[src/rtl/hav_pkg.sv]
`timescale 1ns / 1ps
`default_nettype none
// ----------------------------------------------------------------------------
// Haversine distance package
// Fixed-point formats, pipeline depths and CORDIC rotation table.
// ----------------------------------------------------------------------------
package hav_pkg;

    localparam int CordicStages = 24;
    localparam int StageW       = 5;
    localparam int AngW         = 34;
    localparam int SqrtW        = 62;
    localparam int SqrtSteps    = 31;
    localparam int SqrtTop      = 60;
    localparam int NegDepth     = 3 + CordicStages;
    localparam int PipeDepth    = 2 * CordicStages + 40;

    typedef logic signed [AngW-1:0] t_ang;

    localparam logic [31:0] PiQ30       = 32'd3373259426;
    localparam logic [31:0] HalfTurnE7  = 32'd1800000000;
    localparam logic [31:0] FullTurnE7  = 32'd3600000000;
    localparam logic [31:0] RecipHalf   = 32'((64'd3373259426 << 30) / 64'd1800000000);
    localparam logic [31:0] RecipFull   = 32'((64'd3373259426 << 30) / 64'd3600000000);
    localparam t_ang        InvGainQ30  = 34'sd652032874;
    localparam logic [30:0] OneQ30      = 31'd1073741824;
    localparam logic [22:0] RadiusReset = 23'd6371000;
    localparam logic [30:0] DistMax     = 31'd2147483647;
    localparam logic [62:0] RoundHalf   = 63'd536870912;

    localparam logic signed [34:0] HalfTurnS    = 35'sd1800000000;
    localparam logic signed [34:0] FullTurnS    = 35'sd3600000000;
    localparam logic signed [34:0] QuarterTurnS = 35'sd900000000;

    localparam logic [31:0] AtanQ30 [32] = '{
        32'h3243F6A8, 32'h1DAC6705, 32'h0FADBAFC, 32'h07F56EA6, 32'h03FEAB76,
        32'h01FFD55B, 32'h00FFFAAA, 32'h007FFF55, 32'h003FFFEA, 32'h001FFFFD,
        32'h000FFFFF, 32'h0007FFFF, 32'h0003FFFF, 32'h0001FFFF, 32'h0000FFFF,
        32'h00007FFF, 32'h00003FFF, 32'h00001FFF, 32'h00000FFF, 32'h000007FF,
        32'h000003FF, 32'h000001FF, 32'h000000FF, 32'h0000007F, 32'h0000003F,
        32'h0000001F, 32'h0000000F, 32'h00000008, 32'h00000004, 32'h00000002,
        32'h00000001, 32'h00000000
    };

endpackage
`default_nettype wire

[src/rtl/hav_vec_cell.sv]
`timescale 1ns / 1ps
`default_nettype none
// ----------------------------------------------------------------------------
// CORDIC vectoring cell
// One micro-rotation towards y = 0, accumulating the angle, registered.
// ----------------------------------------------------------------------------
module hav_vec_cell import hav_pkg::*; (
    input  wire logic              i_clk,
    input  wire logic              i_en,
    input  wire logic [StageW-1:0] i_stage,
    input  wire t_ang              i_x,
    input  wire t_ang              i_y,
    input  wire t_ang              i_z,
    output t_ang                   o_x,
    output t_ang                   o_y,
    output t_ang                   o_z
);
    t_ang w_xs, w_ys, w_at;
    t_ang r_x, r_y, r_z;

    assign w_xs = i_x >>> i_stage;
    assign w_ys = i_y >>> i_stage;
    assign w_at = t_ang'(AtanQ30[i_stage]);

    always_ff @(posedge i_clk) begin
        if (i_en) begin
            if (!i_y[AngW-1]) begin
                r_x <= i_x + w_ys;
                r_y <= i_y - w_xs;
                r_z <= i_z + w_at;
            end else begin
                r_x <= i_x - w_ys;
                r_y <= i_y + w_xs;
                r_z <= i_z - w_at;
            end
        end
    end

    assign o_x = r_x;
    assign o_y = r_y;
    assign o_z = r_z;

endmodule
`default_nettype wire

[config.mk]
export PLATFORM = sky130hd
export DESIGN_NAME = hav_vec_cell
export DESIGN_NICKNAME = d
export VERILOG_FILES = /design/src/rtl/hav_pkg.sv /design/src/rtl/hav_vec_cell.sv
export SDC_FILE = /design/constraint.sdc
export NUM_CORES = 1
export LEC_CHECK = 0
export BUFFER_PORTS_ARGS = -buffer_cell sky130_fd_sc_hd__clkbuf_2
export CAP_MARGIN = 0
export CELL_PAD_IN_SITES_DETAIL_PLACEMENT = 1
export CELL_PAD_IN_SITES_GLOBAL_PLACEMENT = 1
export CORE_UTILIZATION = 35
export CTS_CLUSTER_SIZE = 16
export DETAILED_ROUTE_END_ITERATION = 8
export PLACE_DENSITY_LB_ADDON = 0.1
export SYNTH_ARGS = -nofsm -noshare
export SYNTH_HDL_FRONTEND = slang
export SYNTH_SLANG_ARGS = --single-unit
[constraint.sdc]
create_clock -name i_clk -period 8.4 [get_ports i_clk]
set_clock_uncertainty 0.05 [all_clocks]
set_input_delay 1.26 -clock i_clk [delete_from_list [all_inputs] [get_ports i_clk]]
set_output_delay 1.26 -clock i_clk [all_outputs]
set_load 0.02 [all_outputs]
==> metrics.txt <==
largest net degree at the start of global routing=67; count leader, synth=a21oi_1; final slew viol count=0; Largest stage delay, worst path=roughly 0.63 ns; PortBufs=210; Final nets=~2,100; Crit path arrival time=around 7.4 ns; Sum Neg Setup Slack=0 ns; Post-synth top flop=edfxtp_1; Crit. End Element=flip-flop; Iter 0 DRT Violations=about 1,200; initial antenna violation count=1; clock slew at reported path FFs=~0.070 ns; PwrDens=169 nW/um2; outcome=complete, no violations; WP data required=~8.5 ns; drt wl/cell=roughly 24 um; Crit-path slowest cell=or4_1; mux share of post-synthesis cell area=about a fifth; CTS H-tree depth=3; Max Cap Viol=0; CTS resizes=0; diode count=0; routed vias/inst=~6.1; period utilization=a little under 90%; Post-Synth Adder-Cell Area=9.39%; syn_area_per_cell=around 9 um2; Post-CTS Setup Bufs=0; RSZ-0062 raised after global routing=false; Critical Path Start Type=primary input; HP Class=in2reg; # IOs=about 210; Yosys top cell area share=between 20% and 30%; Leak Pwr=between 7 and 8 nW; Post-Route WL=roughly 60 mm; Die H=211 um; Post-DP HPWL=between 40 and 50 mm; hold buffers post-CTS=0; overall power=about 2.9 mW; all-layer global routing usage=approximately 27%; CP Cell Sequence=buf_6, buf_4, mux4_2, mux2_2, a22oi_1, o21ai_0, or4_1, o41ai_1, xnor2_1, ha_1, and3_1, and3_1, nand2_1, o31ai_1, o2111ai_1, a21boi_0, o31ai_1, a21oi_1, xnor3_1; synth unique cells=87; mapped cell area=approximately 15,000 um2; Buf+Inv Stages, Crit Path=2; Finished Core Util=40.1%; Clock Tree Root=clkbuf_16; DRC viols=0; filler instances=between 5,000 and 6,000; router iterations before antenna repair=5; Final Setup Violations=0; leading area contributor after synthesis=edfxtp_1; met2 usage=roughly 43%; RePlAce Congestion=slightly below 0.9; fraction of final layout cells sized beyond drive strength 1=between 20% and 30%; global-route wire length before repair=just over 90 mm; syn_nets=roughly 1,900; Synth-to-Final Area Change=13.0%; crit path max fanout=between 60 and 70; worst-margin pin slew=roughly 0.93 ns; delay-heaviest family, CP=compound AO/OA/AOI/OAI gates; Initial Util=roughly 36%; synth top area cells=edfxtp_1, mux4_2, ha_1; register area share after synthesis=between 20 and 25%; CTS tree=built; Most Used Layer, Global Route=met2; CTS Buffer Depth=2; EDFF count, synth=between 100 and 150; GR Util met1=37.7%; row count=between 70 and 80; CTS sink count=between 100 and 150; synthesized instance count=about 1,700; Max-slew headroom=between 30 and 40%; largest family of logic cells by synthesized area=compound AO/OA/AOI/OAI gates; maximum vdd drop=between 0.07 and 0.08 mV; met3 usage=4.31%; Die Wd=between 200 and 250 um; Core ar.=~43,000 um2; Synth Area in Compound Gates=a little under a quarter; Final Hold Viols=0; YS warnings=0; async set-reset flop share out of synthesis=0%; Max Freq=between 0.1 and 0.15 GHz; Routed Antenna Nets=0; Post-Synth Simple-Gate Area=between 10% and 20%; TritonCTS Buffers=9; Crit Path Category=in2reg; minimum clock period=between 7 and 8 ns; Die Area=~45,000 um2; fraction of synthesized cell area in xor and xnor cells=approximately a tenth; vias in the first global route=between 15,000 and 20,000; Congestion Overflow GR=0; via count=roughly 15,000; top post-synthesis cells by count=a21oi_1, nor2_1, nand2_1, ha_1, edfxtp_1; Seq cells post-synth=slightly above 100
[state kept, by name (all words and copies together) (netlist names)]
register,cells
o_y,34
o_z,34
o_x,34
[cell usage in the layout, fill, tap and decap left out, drive strengths merged, types with 8 or more instances in the layout]
cell type	netlist	layout
clkbuf	47	216
a21oi	148	148
nor2	142	142
nand2	112	112
ha	110	110
edfxtp	102	102
xnor2	99	99
mux4	85	85
o21ai	80	80
mux2i	70	70
xor2	60	60
buf	53	55
inv	49	50
a21o	48	48
nand3	39	39
a31oi	30	30
mux2	28	28
nor3	27	27
o21a	25	25
a211oi	23	23
and3	21	21
o22ai	19	19
and2	16	16
o31ai	15	15
nor2b	15	15
nand2b	15	15
a22oi	13	13
a21boi	11	11
o211ai	11	11
a221oi	11	11
nand4	11	11
o21bai	11	11
a211o	10	10
or3	10	10
o31a	9	9
a221o	8	8
[where the power goes]
group / internal [mW] / switching [mW] / total (mW)
sequential: 0.750 / 0.0352 / 0.785
clock: 0.200 / 0.223 / 0.423
combinational: 0.658 / 1.05 / 1.71
[worst paths after layout]
| check | startpoint | slack, ns | cells after the start | endpoint |
|---|---|---|---|---|
| max | i_stage[0] | 1.11 | 19 | o_y[33] |
| min | i_z[1] | 1.20 | 2 | o_z[1] |
[kinds of logic (layout without fill, tap and decap cells)]
group | after synthesis | in the layout
flip-flops | 102 | 102
AND/OR/NAND/NOR | 446 | 446
adder cells (fa/ha/maj) | 113 | 113
AO/OA/AOI/OAI | 536 | 536
buffers and inverters | 151 | 328
XOR/XNOR | 161 | 161
multiplexers | 183 | 183
[layer usage]
layer,share of wire (%),wire length [um]
met1,46,27400
met2,46,27400
met3,6.6,3980
met4,2.1,1270
met5,0.018,11
[metrics by stage]
| stage | std cells | setup WS (ns) | hold slack [ns] | cell area [um2] |
|---|---|---|---|---|
| 3_3_place_gp | 2438 | 0.838 | 1.60 | 17000 |
| 6_report | 2454 | 1.11 | 1.20 | 17300 |
| 4_1_cts | 2454 | 1.14 | 1.18 | 17300 |
| 3_5_place_dp | 2438 | 0.768 | 1.60 | 17000 |
| 2_1_floorplan | 1692 | 1.79 | 1.32 | 15300 |
| 5_1_grt | 2454 | 0.463 | 1.20 | 17300 |
[layout make-up]
class | count | area (um2) | share of cell area (%)
multi-input cells | 1439 | 11500 | 66.9
flip-flops and latches | 102 | 3060 | 17.7
well taps | 585 | 732 | 4.24
clock buffers | 10 | 229 | 1.33
repair buffers | 261 | 1470 | 8.53
inverters | 51 | 191 | 1.11
clock inverters | 6 | 37.5 | 0.217
No activity file was read; power rests on OpenSTA's default activity.
