==> src/rtl/hav_pkg.sv <==
`timescale 1ns / 1ps
`default_nettype none
// ----------------------------------------------------------------------------
// Haversine distance package
// Fixed-point formats, pipeline depths and CORDIC rotation table.
// ----------------------------------------------------------------------------
package hav_pkg;

    localparam int CordicStages = 24;
    localparam int StageW       = 5;
    localparam int AngW         = 34;
    localparam int SqrtW        = 62;
    localparam int SqrtSteps    = 31;
    localparam int SqrtTop      = 60;
    localparam int NegDepth     = 3 + CordicStages;
    localparam int PipeDepth    = 2 * CordicStages + 40;

    typedef logic signed [AngW-1:0] t_ang;

    localparam logic [31:0] PiQ30       = 32'd3373259426;
    localparam logic [31:0] HalfTurnE7  = 32'd1800000000;
    localparam logic [31:0] FullTurnE7  = 32'd3600000000;
    localparam logic [31:0] RecipHalf   = 32'((64'd3373259426 << 30) / 64'd1800000000);
    localparam logic [31:0] RecipFull   = 32'((64'd3373259426 << 30) / 64'd3600000000);
    localparam t_ang        InvGainQ30  = 34'sd652032874;
    localparam logic [30:0] OneQ30      = 31'd1073741824;
    localparam logic [22:0] RadiusReset = 23'd6371000;
    localparam logic [30:0] DistMax     = 31'd2147483647;
    localparam logic [62:0] RoundHalf   = 63'd536870912;

    localparam logic signed [34:0] HalfTurnS    = 35'sd1800000000;
    localparam logic signed [34:0] FullTurnS    = 35'sd3600000000;
    localparam logic signed [34:0] QuarterTurnS = 35'sd900000000;

    localparam logic [31:0] AtanQ30 [32] = '{
        32'h3243F6A8, 32'h1DAC6705, 32'h0FADBAFC, 32'h07F56EA6, 32'h03FEAB76,
        32'h01FFD55B, 32'h00FFFAAA, 32'h007FFF55, 32'h003FFFEA, 32'h001FFFFD,
        32'h000FFFFF, 32'h0007FFFF, 32'h0003FFFF, 32'h0001FFFF, 32'h0000FFFF,
        32'h00007FFF, 32'h00003FFF, 32'h00001FFF, 32'h00000FFF, 32'h000007FF,
        32'h000003FF, 32'h000001FF, 32'h000000FF, 32'h0000007F, 32'h0000003F,
        32'h0000001F, 32'h0000000F, 32'h00000008, 32'h00000004, 32'h00000002,
        32'h00000001, 32'h00000000
    };

endpackage
`default_nettype wire

==> src/rtl/hav_rad.sv <==
`timescale 1ns / 1ps
`default_nettype none
// ----------------------------------------------------------------------------
// Degree-to-radian converter
// Three-stage round(|v| * pi * 2^30 / D) by reciprocal estimate and correction.
// ----------------------------------------------------------------------------
module hav_rad import hav_pkg::*; (
    input  wire logic               i_clk,
    input  wire logic               i_en,
    input  wire logic               i_half,
    input  wire logic signed [31:0] i_v,
    output t_ang                    o_z
);
    logic [30:0] w_mag;
    logic [31:0] w_den;
    logic [31:0] w_recip;
    logic [63:0] n_p;
    logic [62:0] n_pm;
    logic [63:0] r_p1, r_p2;
    logic [62:0] r_pm;
    logic [31:0] r_den1, r_den2;
    logic        r_neg1, r_neg2;
    logic [31:0] w_q0;
    logic [31:0] r_q0;
    logic [63:0] r_m2;
    logic [63:0] w_rem;
    logic [63:0] w_d1, w_d2, w_d3;
    logic [1:0]  w_cnt;
    logic [32:0] w_q;
    t_ang        r_z;

    assign w_mag   = i_v[31] ? 31'(-i_v) : 31'(i_v);
    assign w_den   = i_half ? HalfTurnE7 : FullTurnE7;
    assign w_recip = i_half ? RecipHalf : RecipFull;
    assign n_p     = 64'(63'(w_mag) * 63'(PiQ30)) + 64'(w_den >> 1);
    assign n_pm    = 63'(w_mag) * 63'(w_recip);

    assign w_q0 = 32'(r_pm >> 30);

    assign w_rem = r_p2 - r_m2;
    assign w_d1  = 64'(r_den2);
    assign w_d2  = 64'(r_den2) << 1;
    assign w_d3  = w_d1 + w_d2;
    assign w_cnt = 2'(w_rem >= w_d1) + 2'(w_rem >= w_d2) + 2'(w_rem >= w_d3);
    assign w_q   = 33'(r_q0) + 33'(w_cnt);

    always_ff @(posedge i_clk) begin
        if (i_en) begin
            r_p1   <= n_p;
            r_pm   <= n_pm;
            r_den1 <= w_den;
            r_neg1 <= i_v[31];
            r_q0   <= w_q0;
            r_m2   <= 64'(w_q0) * 64'(r_den1);
            r_p2   <= r_p1;
            r_den2 <= r_den1;
            r_neg2 <= r_neg1;
            r_z    <= r_neg2 ? -t_ang'(w_q) : t_ang'(w_q);
        end
    end

    assign o_z = r_z;

endmodule
`default_nettype wire

==> config.mk <==
export PLATFORM = sky130hd
export DESIGN_NAME = hav_rad
export DESIGN_NICKNAME = d
export VERILOG_FILES = /design/src/rtl/hav_pkg.sv /design/src/rtl/hav_rad.sv
export SDC_FILE = /design/constraint.sdc
export NUM_CORES = 2
export LEC_CHECK = 0
export ABC_CLOCK_PERIOD_IN_PS = 13690
export BUFFER_PORTS_ARGS = -buffer_cell sky130_fd_sc_hd__clkbuf_2
export CAP_MARGIN = 20
export CORE_UTILIZATION = 40
export CTS_CLUSTER_DIAMETER = 50
export DETAILED_ROUTE_END_ITERATION = 10
export RECOVER_POWER = 100
export SYNTH_ARGS = -nofsm -noshare
export SYNTH_HDL_FRONTEND = slang
export SYNTH_SLANG_ARGS = --single-unit
export TNS_END_PERCENT = 10
==> constraint.sdc <==
create_clock -name i_clk -period 13.69 [get_ports i_clk]
set_input_delay 0.6845 -clock i_clk [delete_from_list [all_inputs] [get_ports i_clk]]
set_output_delay 0.6845 -clock i_clk [all_outputs]
set_load 0.1 [all_outputs]
==> results.ini <==
[status]
status = complete, but fails checks
failed_checks = max-capacitance violations, max-slew violations

[place]
gp_congestion = 1.03
portBuffers = 68
hpwlAfterDp_um = 188000

[setup_path]
crit_path_top_delay_cell = clkbuf_1
cp-start-kind = input port
critPathMaxFanout = 24
arrival_ns = 12.40
cp.required_ns = 14.13
crit_path_max_incr_delay_ns = 1.06
end_kind = register
worstSetupPathType = input port to register

[sta]
drv_slew = 432
tns_ns = 0
period_share = 0.873
rsz0062_at_grt = no
slew_headroom = -1.98
max_slew.worst_pin.slew_ns = 4.47
min_period_ns = 11.96
setup_viol = 0
finalHoldViolations = 0
finClkSkew_ns = 0.0376
max_freq_mhz = 83.6

[clock_network]
cts_setup_buffers = 0
ctsHtreeMaxLevel = 2
cts-root-buf = clkbuf_16
ctsHoldBuffers = 0
clk_pin_slew_worst_paths_ns = 0.06
cts_resized = 0
cts_tree = done
insertion_delay_ns = 0.62
numClockSinks = 285
cts_max_path_buffers = 3
cts_buffers = 46

[logic_synthesis]
ys.warnings.count = 0
ys_seq_area_frac = 0.119
synth.distinct_cells = 93
synth_ff_type = edfxtp_1
synth-seq-cells = 285
synth-edff-count = 285
synth_area_per_cell_sq_um = 9.87
syn-cell-area_sq_um = 72100
syn_inst = 7298
postSynth.asyncResetShare = 0

[drt]
detail-route-antenna-nets = 0
dr_total_vias = 50600
drt-total-wl_um = 213000
viasPerCell = 5.21
first_pass_iters = 6
drc = 0
wl_per_cell_um = 22.0
drtIter0Drc = 3468

[global_routing]
grt_pass1_vias = 54100
antenna_found_initial = 6
overflow = 0
grt-busiest-layer = met2
grt_max_degree = 152
grt_util_met1 = 0.326
grt_usage = 0.239
grt_pass1_wl_um = 328000
grt_use_met3 = 0.0336
grt_util_met2 = 0.388

[die]
dieHeight_um = 426
placementRows = 155
io_pins = 69
dieArea_sq_um = 182000
dieWidth_um = 426
core_sq_um = 179000
initial_core_util = 0.403

[layout]
drive_above_1_share = 0.0330
area_delta_synth_final_pct = 6.36
final_common_cell = inv_1
n_fill_cell = 17300
final_cell_mix = 1,881 x inv_1, 1,292 x ha_1, 1,211 x fa_1
nets = 9842

[job]
cap_violations = 6

[hold_path]
min_path_type = register to register

-- synthesized netlist by cell type, drive strengths merged, types with 65 or more instances --
master / instances / area, sq um
a21o: 200 / 1500
a21oi: 281 / 1410
clkbuf: 185 / 698
edfxtp: 285 / 8560
fa: 1211 / 24200
ha: 1292 / 16200
inv: 1885 / 7080
nand2: 280 / 1050
nand3: 73 / 365
nand4: 65 / 419
nor2: 229 / 862
nor3: 71 / 365
o21ai: 182 / 915
xnor2: 293 / 2570
xor2: 108 / 946
-- sequential cells by signal, summed over array words and instances, names as in the netlist --
name	cells
r_pm	33
r_q0	32
r_p1	62
r_m2	55
r_p2	63
r_neg2	1
o_z	34
r_den1	2
r_den2	2
r_neg1	1
-- layer usage --
metal  vias to the layer above  wire length, um
met1                     25400            93800
met3                       317            12800
met4                         4             8830
met2                      1521            98000
met5                         -               31
li1                      23400                -
-- path summary, 6_finish.rpt --
kind | from | endpoint | slack, ns | cells after the start
worst max-delay path | i_v[31] | r_p1[63]$_DFFE_PP_ | 1.73 | 31
worst min-delay path | r_p1[32]$_DFFE_PP_ | r_p2[32]$_DFFE_PP_ | 0.41 | 0
worst max register to register | r_den1[29]$_DFFE_PP_ | r_m2[55]$_DFFE_PP_ | 3.03 | 27
worst min register to register | r_p1[32]$_DFFE_PP_ | r_p2[32]$_DFFE_PP_ | 0.41 | 0
-- stage by stage --
stage	cells	worst slack [ns]	hold slack (ns)	instance area [sq um]	util
2_1_floorplan	7332	3.59	0.400	72200	-
3_3_place_gp	9609	2.37	0.403	75200	0.421
3_5_place_dp	9609	2.36	0.405	75200	0.421
4_1_cts	9691	2.95	0.373	76800	0.430
5_1_grt	9694	1.19	0.417	76600	0.429
6_report	9694	1.73	0.407	76600	0.429
-- worst max-delay path, delay by kind of cell --
| kind | cells | cell delay, ns |
|---|---|---|
| xor+xnor | 3 | 1.12 |
| compound gates | 3 | 0.96 |
| simple gates | 9 | 3.11 |
| buf+inv | 7 | 2.79 |
| fa+ha+maj | 9 | 3.69 |
-- logic make-up after synthesis --
logic type | Yosys count | share of synthesized area
adders and majority gates | 2503 | 0.561
buffers and inverters | 2086 | 0.109
and+or+nand+nor | 1001 | 0.0694
AOI/OAI and AO/OA | 1000 | 0.0903
xor gates and xnor gates | 401 | 0.0487
DFF | 285 | 0.119
muxes | 20 | 0.00290
other | 2 | 0.000104
-- final cells by class --
class                   instances  area (sq um)  area share
clock buffers                  47          1150      0.0151
flip-flops and latches        285          8560       0.112
clock inverters                35           385     0.00503
inverters                    1889          7090      0.0925
well taps                    2355          2950      0.0384
diodes                          1          2.50   0.0000327
multi-input cells            4961         55900       0.729
repair buffers                121           643     0.00839
Power is not shown: default switching activity piles up to over one toggle a cycle in this logic, so the estimate is an artifact.
