<file path="src/rtl/hav_pkg.sv">
`timescale 1ns / 1ps
`default_nettype none
// ----------------------------------------------------------------------------
// Haversine distance package
// Fixed-point formats, pipeline depths and CORDIC rotation table.
// ----------------------------------------------------------------------------
package hav_pkg;

    localparam int CordicStages = 24;
    localparam int StageW       = 5;
    localparam int AngW         = 34;
    localparam int SqrtW        = 62;
    localparam int SqrtSteps    = 31;
    localparam int SqrtTop      = 60;
    localparam int NegDepth     = 3 + CordicStages;
    localparam int PipeDepth    = 2 * CordicStages + 40;

    typedef logic signed [AngW-1:0] t_ang;

    localparam logic [31:0] PiQ30       = 32'd3373259426;
    localparam logic [31:0] HalfTurnE7  = 32'd1800000000;
    localparam logic [31:0] FullTurnE7  = 32'd3600000000;
    localparam logic [31:0] RecipHalf   = 32'((64'd3373259426 << 30) / 64'd1800000000);
    localparam logic [31:0] RecipFull   = 32'((64'd3373259426 << 30) / 64'd3600000000);
    localparam t_ang        InvGainQ30  = 34'sd652032874;
    localparam logic [30:0] OneQ30      = 31'd1073741824;
    localparam logic [22:0] RadiusReset = 23'd6371000;
    localparam logic [30:0] DistMax     = 31'd2147483647;
    localparam logic [62:0] RoundHalf   = 63'd536870912;

    localparam logic signed [34:0] HalfTurnS    = 35'sd1800000000;
    localparam logic signed [34:0] FullTurnS    = 35'sd3600000000;
    localparam logic signed [34:0] QuarterTurnS = 35'sd900000000;

    localparam logic [31:0] AtanQ30 [32] = '{
        32'h3243F6A8, 32'h1DAC6705, 32'h0FADBAFC, 32'h07F56EA6, 32'h03FEAB76,
        32'h01FFD55B, 32'h00FFFAAA, 32'h007FFF55, 32'h003FFFEA, 32'h001FFFFD,
        32'h000FFFFF, 32'h0007FFFF, 32'h0003FFFF, 32'h0001FFFF, 32'h0000FFFF,
        32'h00007FFF, 32'h00003FFF, 32'h00001FFF, 32'h00000FFF, 32'h000007FF,
        32'h000003FF, 32'h000001FF, 32'h000000FF, 32'h0000007F, 32'h0000003F,
        32'h0000001F, 32'h0000000F, 32'h00000008, 32'h00000004, 32'h00000002,
        32'h00000001, 32'h00000000
    };

endpackage
`default_nettype wire

</file>
<file path="src/rtl/hav_rot_cell.sv">
`timescale 1ns / 1ps
`default_nettype none
// ----------------------------------------------------------------------------
// CORDIC rotation cell
// One micro-rotation towards z = 0, registered.
// ----------------------------------------------------------------------------
module hav_rot_cell import hav_pkg::*; (
    input  wire logic              i_clk,
    input  wire logic              i_en,
    input  wire logic [StageW-1:0] i_stage,
    input  wire t_ang              i_x,
    input  wire t_ang              i_y,
    input  wire t_ang              i_z,
    output t_ang                   o_x,
    output t_ang                   o_y,
    output t_ang                   o_z
);
    t_ang w_xs, w_ys, w_at;
    t_ang r_x, r_y, r_z;

    assign w_xs = i_x >>> i_stage;
    assign w_ys = i_y >>> i_stage;
    assign w_at = t_ang'(AtanQ30[i_stage]);

    always_ff @(posedge i_clk) begin
        if (i_en) begin
            if (!i_z[AngW-1]) begin
                r_x <= i_x - w_ys;
                r_y <= i_y + w_xs;
                r_z <= i_z - w_at;
            end else begin
                r_x <= i_x + w_ys;
                r_y <= i_y - w_xs;
                r_z <= i_z + w_at;
            end
        end
    end

    assign o_x = r_x;
    assign o_y = r_y;
    assign o_z = r_z;

endmodule
`default_nettype wire

</file>
<file path="config.mk">
export PLATFORM = sky130hd
export DESIGN_NAME = hav_rot_cell
export DESIGN_NICKNAME = d
export VERILOG_FILES = /design/src/rtl/hav_pkg.sv /design/src/rtl/hav_rot_cell.sv
export SDC_FILE = /design/constraint.sdc
export NUM_CORES = 1
export LEC_CHECK = 0
export ABC_CLOCK_PERIOD_IN_PS = 19900
export BUFFER_PORTS_ARGS = -buffer_cell sky130_fd_sc_hd__buf_2
export CAP_MARGIN = 20
export CORE_ASPECT_RATIO = 1.1
export CORE_MARGIN = 3
export CORE_UTILIZATION = 47
export CTS_CLUSTER_SIZE = 30
export DETAILED_ROUTE_END_ITERATION = 16
export PLACE_DENSITY_LB_ADDON = 0.1
export SLEW_MARGIN = 10
export SYNTH_ARGS = -nofsm -noshare
export SYNTH_HDL_FRONTEND = slang
export SYNTH_SLANG_ARGS = --single-unit
</file>
<file path="constraint.sdc">
create_clock -name i_clk -period 19.9 [get_ports i_clk]
set_input_delay 2.985 -clock i_clk [delete_from_list [all_inputs] [get_ports i_clk]]
set_output_delay 2.985 -clock i_clk [all_outputs]
set_load 0.01 [all_outputs]
</file>
==> impl_metrics.py <==
metrics = {
    "worst_setup_path": {
        "worst_ep_arrival_time_ns": 9.99,
        "critPathCaptureType": "flop",
        "critical_path.startpoint_type": "input pin",
        "critical_path_peak_fanout": 85,
        "cp_data_required_time_ns": 20.04,
        "worstSetupPathType": "input pin to flop",
    },
    "hold_path": {
        "class_of_the_tightest_hold_or_removal_check": "input pin to flop",
        "hold_path_depth": 2,
    },
    "timing": {
        "setup_total_negative_slack_ns": 0,
        "finalWorstPathRequiredPeriod_ns": 9.855,
        "tightestPinTransition_ns": 0.9907,
        "maxSlewViolCount": 0,
        "timing.fmax_ghz": 0.1015,
        "timing_hold_violations_final": 0,
        "grt_setup_unrepaired": "false",
        "timing.final.crit_share": 0.4952,
        "worst_slew_margin_rel": 0.3371,
        "timing.final.setup_violations": 0,
        "finalWorstSetupSlack_ns": 10.04,
    },
    "synth": {
        "synth_area_leaders": "edfxtp_1 19%, mux4_2 14%, ha_1 8.7%",
        "post_synth_inst_count": 1747,
        "async_reset_ff_frac": 0,
        "synth_sequential_area_ratio": 0.1941,
        "yosys_warnings": 0,
        "synth_top_area_frac": 0.1941,
        "synthTopCellsByCount": "164 x a21oi_1, 153 x nor2_1, 124 x nand2_1",
        "postSynthAreaPerCell_sq_um": 9.033,
        "synth.ff_latch_count": 102,
        "synth.cell_area_sq_um": 15780,
        "yosysMostFrequentCell": "a21oi_1",
        "ys_dominant_reg_cell": "edfxtp_1",
        "synth.distinct_cells": 87,
        "synth-edff-count": 102,
        "synth_nets": 1969,
        "synth.largest_area_cell": "edfxtp_1",
    },
    "grt": {
        "number_of_global_route_vias_before_repair": 14390,
        "grt_max_degree": 86,
        "grt_util_all_layers": 0.2999,
        "grt_first_pass_wirelength_mm": 84.18,
        "globalRoute.totalOverflow": 0,
        "grt_antenna_before_repair": 2,
    },
    "floorplanning": {
        "floorplan.die.height_um": 198.2,
        "top_level_ports": 211,
        "fp-row-count": 69,
        "core_footprint_sq_um": 32720,
        "start_util": 0.4823,
        "fp.dieArea_sq_um": 35820,
        "dieWidth_um": 180.7,
    },
    "routing": {
        "drt-wirelength-per-cell_um": 24.07,
        "detail-route-antenna-nets": 0,
        "dr_wl_met3_mm": 4.597,
        "drtIter0Drc": 1542,
        "drt-vias-per-instance": 6.557,
        "drt_drc_violations_left": 0,
        "detail_route.wirelength.met1_mm": 21.90,
        "detail_route.wirelength_mm": 55.79,
        "detailedRoute.firstPassIterationCount": 7,
        "vias": 15200,
        "dr.max_layer_used": "met4",
        "wl_met2_mm": 26.72,
    },
    "finish": {
        "fin_nets": 2108,
        "synthToLayoutAreaGrowth_pct": 9.902,
        "layout.filler_cells": 3169,
        "final_layout_size_suffix_gt1_frac": 0.2210,
    },
    "place": {
        "routabilityCongestion": 1.011,
        "numPortBuffers": 210,
        "dp_hpwl_mm": 42.98,
        "detailedPlace.worstSlack_ns": 9.818,
    },
    "clocking": {
        "cts.path.max_buffers": 2,
        "numCtsBuffers": 9,
        "ctsResizeCount": 0,
        "cts_tree": "yes",
        "htree_levels": 3,
        "numClockSinks": 102,
        "clock_transition_at_path_regs_ns": 0.08,
        "postCtsSetupBuffers": 0,
        "cts.root.buffer_cell": "clkbuf_16",
        "cts_hold_buf": 0,
    },
    "pwr": {
        "total_leakage_power_nw": 7.113,
        "power.internal_mw": 0.7114,
        "vdd.ir_drop.worst_v": 0.00003952,
        "finalPower_mw": 1.216,
        "power_density_relative_to_cell_area_nw_per_um2": 70.09,
        "p_comb_frac": 0.568,
        "p_switching_mw": 0.5042,
        "clock_network_fraction_of_total_power": 0.158,
        "relative_contribution_of_sequential_cells_to_total_power": 0.275,
        "switching_share": 0.4148,
    },
    "job": {
        "timing.max_cap.violations": 0,
    },
    "run_status": {
        "run_status": "finished clean",
    },
}
routing by layer:
metal,track usage,up-vias
li1,-,6993
met1,0.3792,7277
met5,0,-
met2,0.5065,762
met4,0.1376,0
met3,0.04777,167
power groups by stage:
stage / logic [mW] / registers (mW) / clock network (mW)
floorplan: 0.449 / 0.372 / 0
global placement: 0.677 / 0.338 / 0
global route: 0.753 / 0.340 / 0.204
CTS: 0.685 / 0.335 / 0.197
finish: 0.690 / 0.334 / 0.192
detailed placement: 0.681 / 0.339 / 0
worst paths after layout:
| kind | end | startpoint |
|---|---|---|
| worst max-delay path | o_x[33] | i_stage[0] |
| worst min-delay path | o_z[0] | i_z[0] |
metrics by stage:
stage	utilization	hold slack, ns	cells	instance area [sq um]
final	0.5301	2.895	2318	17340
after floorplan	-	3.098	1747	15780
after global routing	0.5301	2.906	2318	17340
after global placement	0.5205	3.294	2300	17030
after detailed placement	0.5206	3.302	2301	17030
after CTS	0.5300	2.889	2317	17340
worst max-delay path, cell delays in order:
cell and delay, ns:
buf_6 0.64, buf_4 0.77, mux4_2 0.61, mux2_2 0.31
a222oi_1 0.64, o211ai_1 0.23, a21boi_1 0.22, nand2b_1 0.12
and2b_1 0.30, and2_1 0.19, nor2_1 0.06, xor2_1 0.19
ha_1 0.36, a211o_1 0.30, a2111oi_0 0.50, nor3_1 0.12
o31ai_1 0.38, o211ai_1 0.13, a21oi_1 0.34, a21oi_1 0.18
a31oi_1 0.22, xnor2_1 0.08
cells in the final DEF (no fill, tap or decap), types with 18 or more instances in the layout:
master / count
a21o_1: 54
a21oi_1: 164
a31oi_1: 28
buf_2: 205
buf_4: 22
edfxtp_1: 102
ha_1: 110
inv_1: 41
mux2_2: 46
mux2i_1: 67
mux4_2: 98
nand2_1: 124
nand2b_1: 25
nand3_1: 28
nor2_1: 152
nor2b_1: 23
nor3_1: 32
o211ai_1: 18
o21a_1: 27
o21ai_0: 95
xnor2_1: 115
xor2_1: 61
logic make-up after synthesis:
| family | synth area share |
|---|---|
| AO/OA/AOI/OAI | 0.2161 |
| AND/OR/NAND/NOR | 0.1441 |
| multiplexers | 0.2152 |
| XOR/XNOR | 0.09768 |
| buffers and inverters | 0.04178 |
| adder cells (fa/ha/maj) | 0.09102 |
| flip-flops | 0.1941 |
registers in the layout, summed over array words and instances (netlist names):
| signal | count |
|---|---|
| o_z | 34 |
| o_y | 34 |
| o_x | 34 |
final cells by class:
class | instances | area [sq um] | share of cell area
Clock buffer | 9 | 225.2 | 0.01299
Tap cell | 426 | 533.0 | 0.03073
Multi-Input combinational cell | 1500 | 12070 | 0.6957
Antenna cell | 1 | 2.502 | 0.0001443
Clock inverter | 7 | 82.58 | 0.004761
Inverter | 44 | 165.2 | 0.009522
Timing Repair Buffer | 229 | 1206 | 0.06954
Sequential cell | 102 | 3063 | 0.1766
Power figures use the tool's default switching activity.
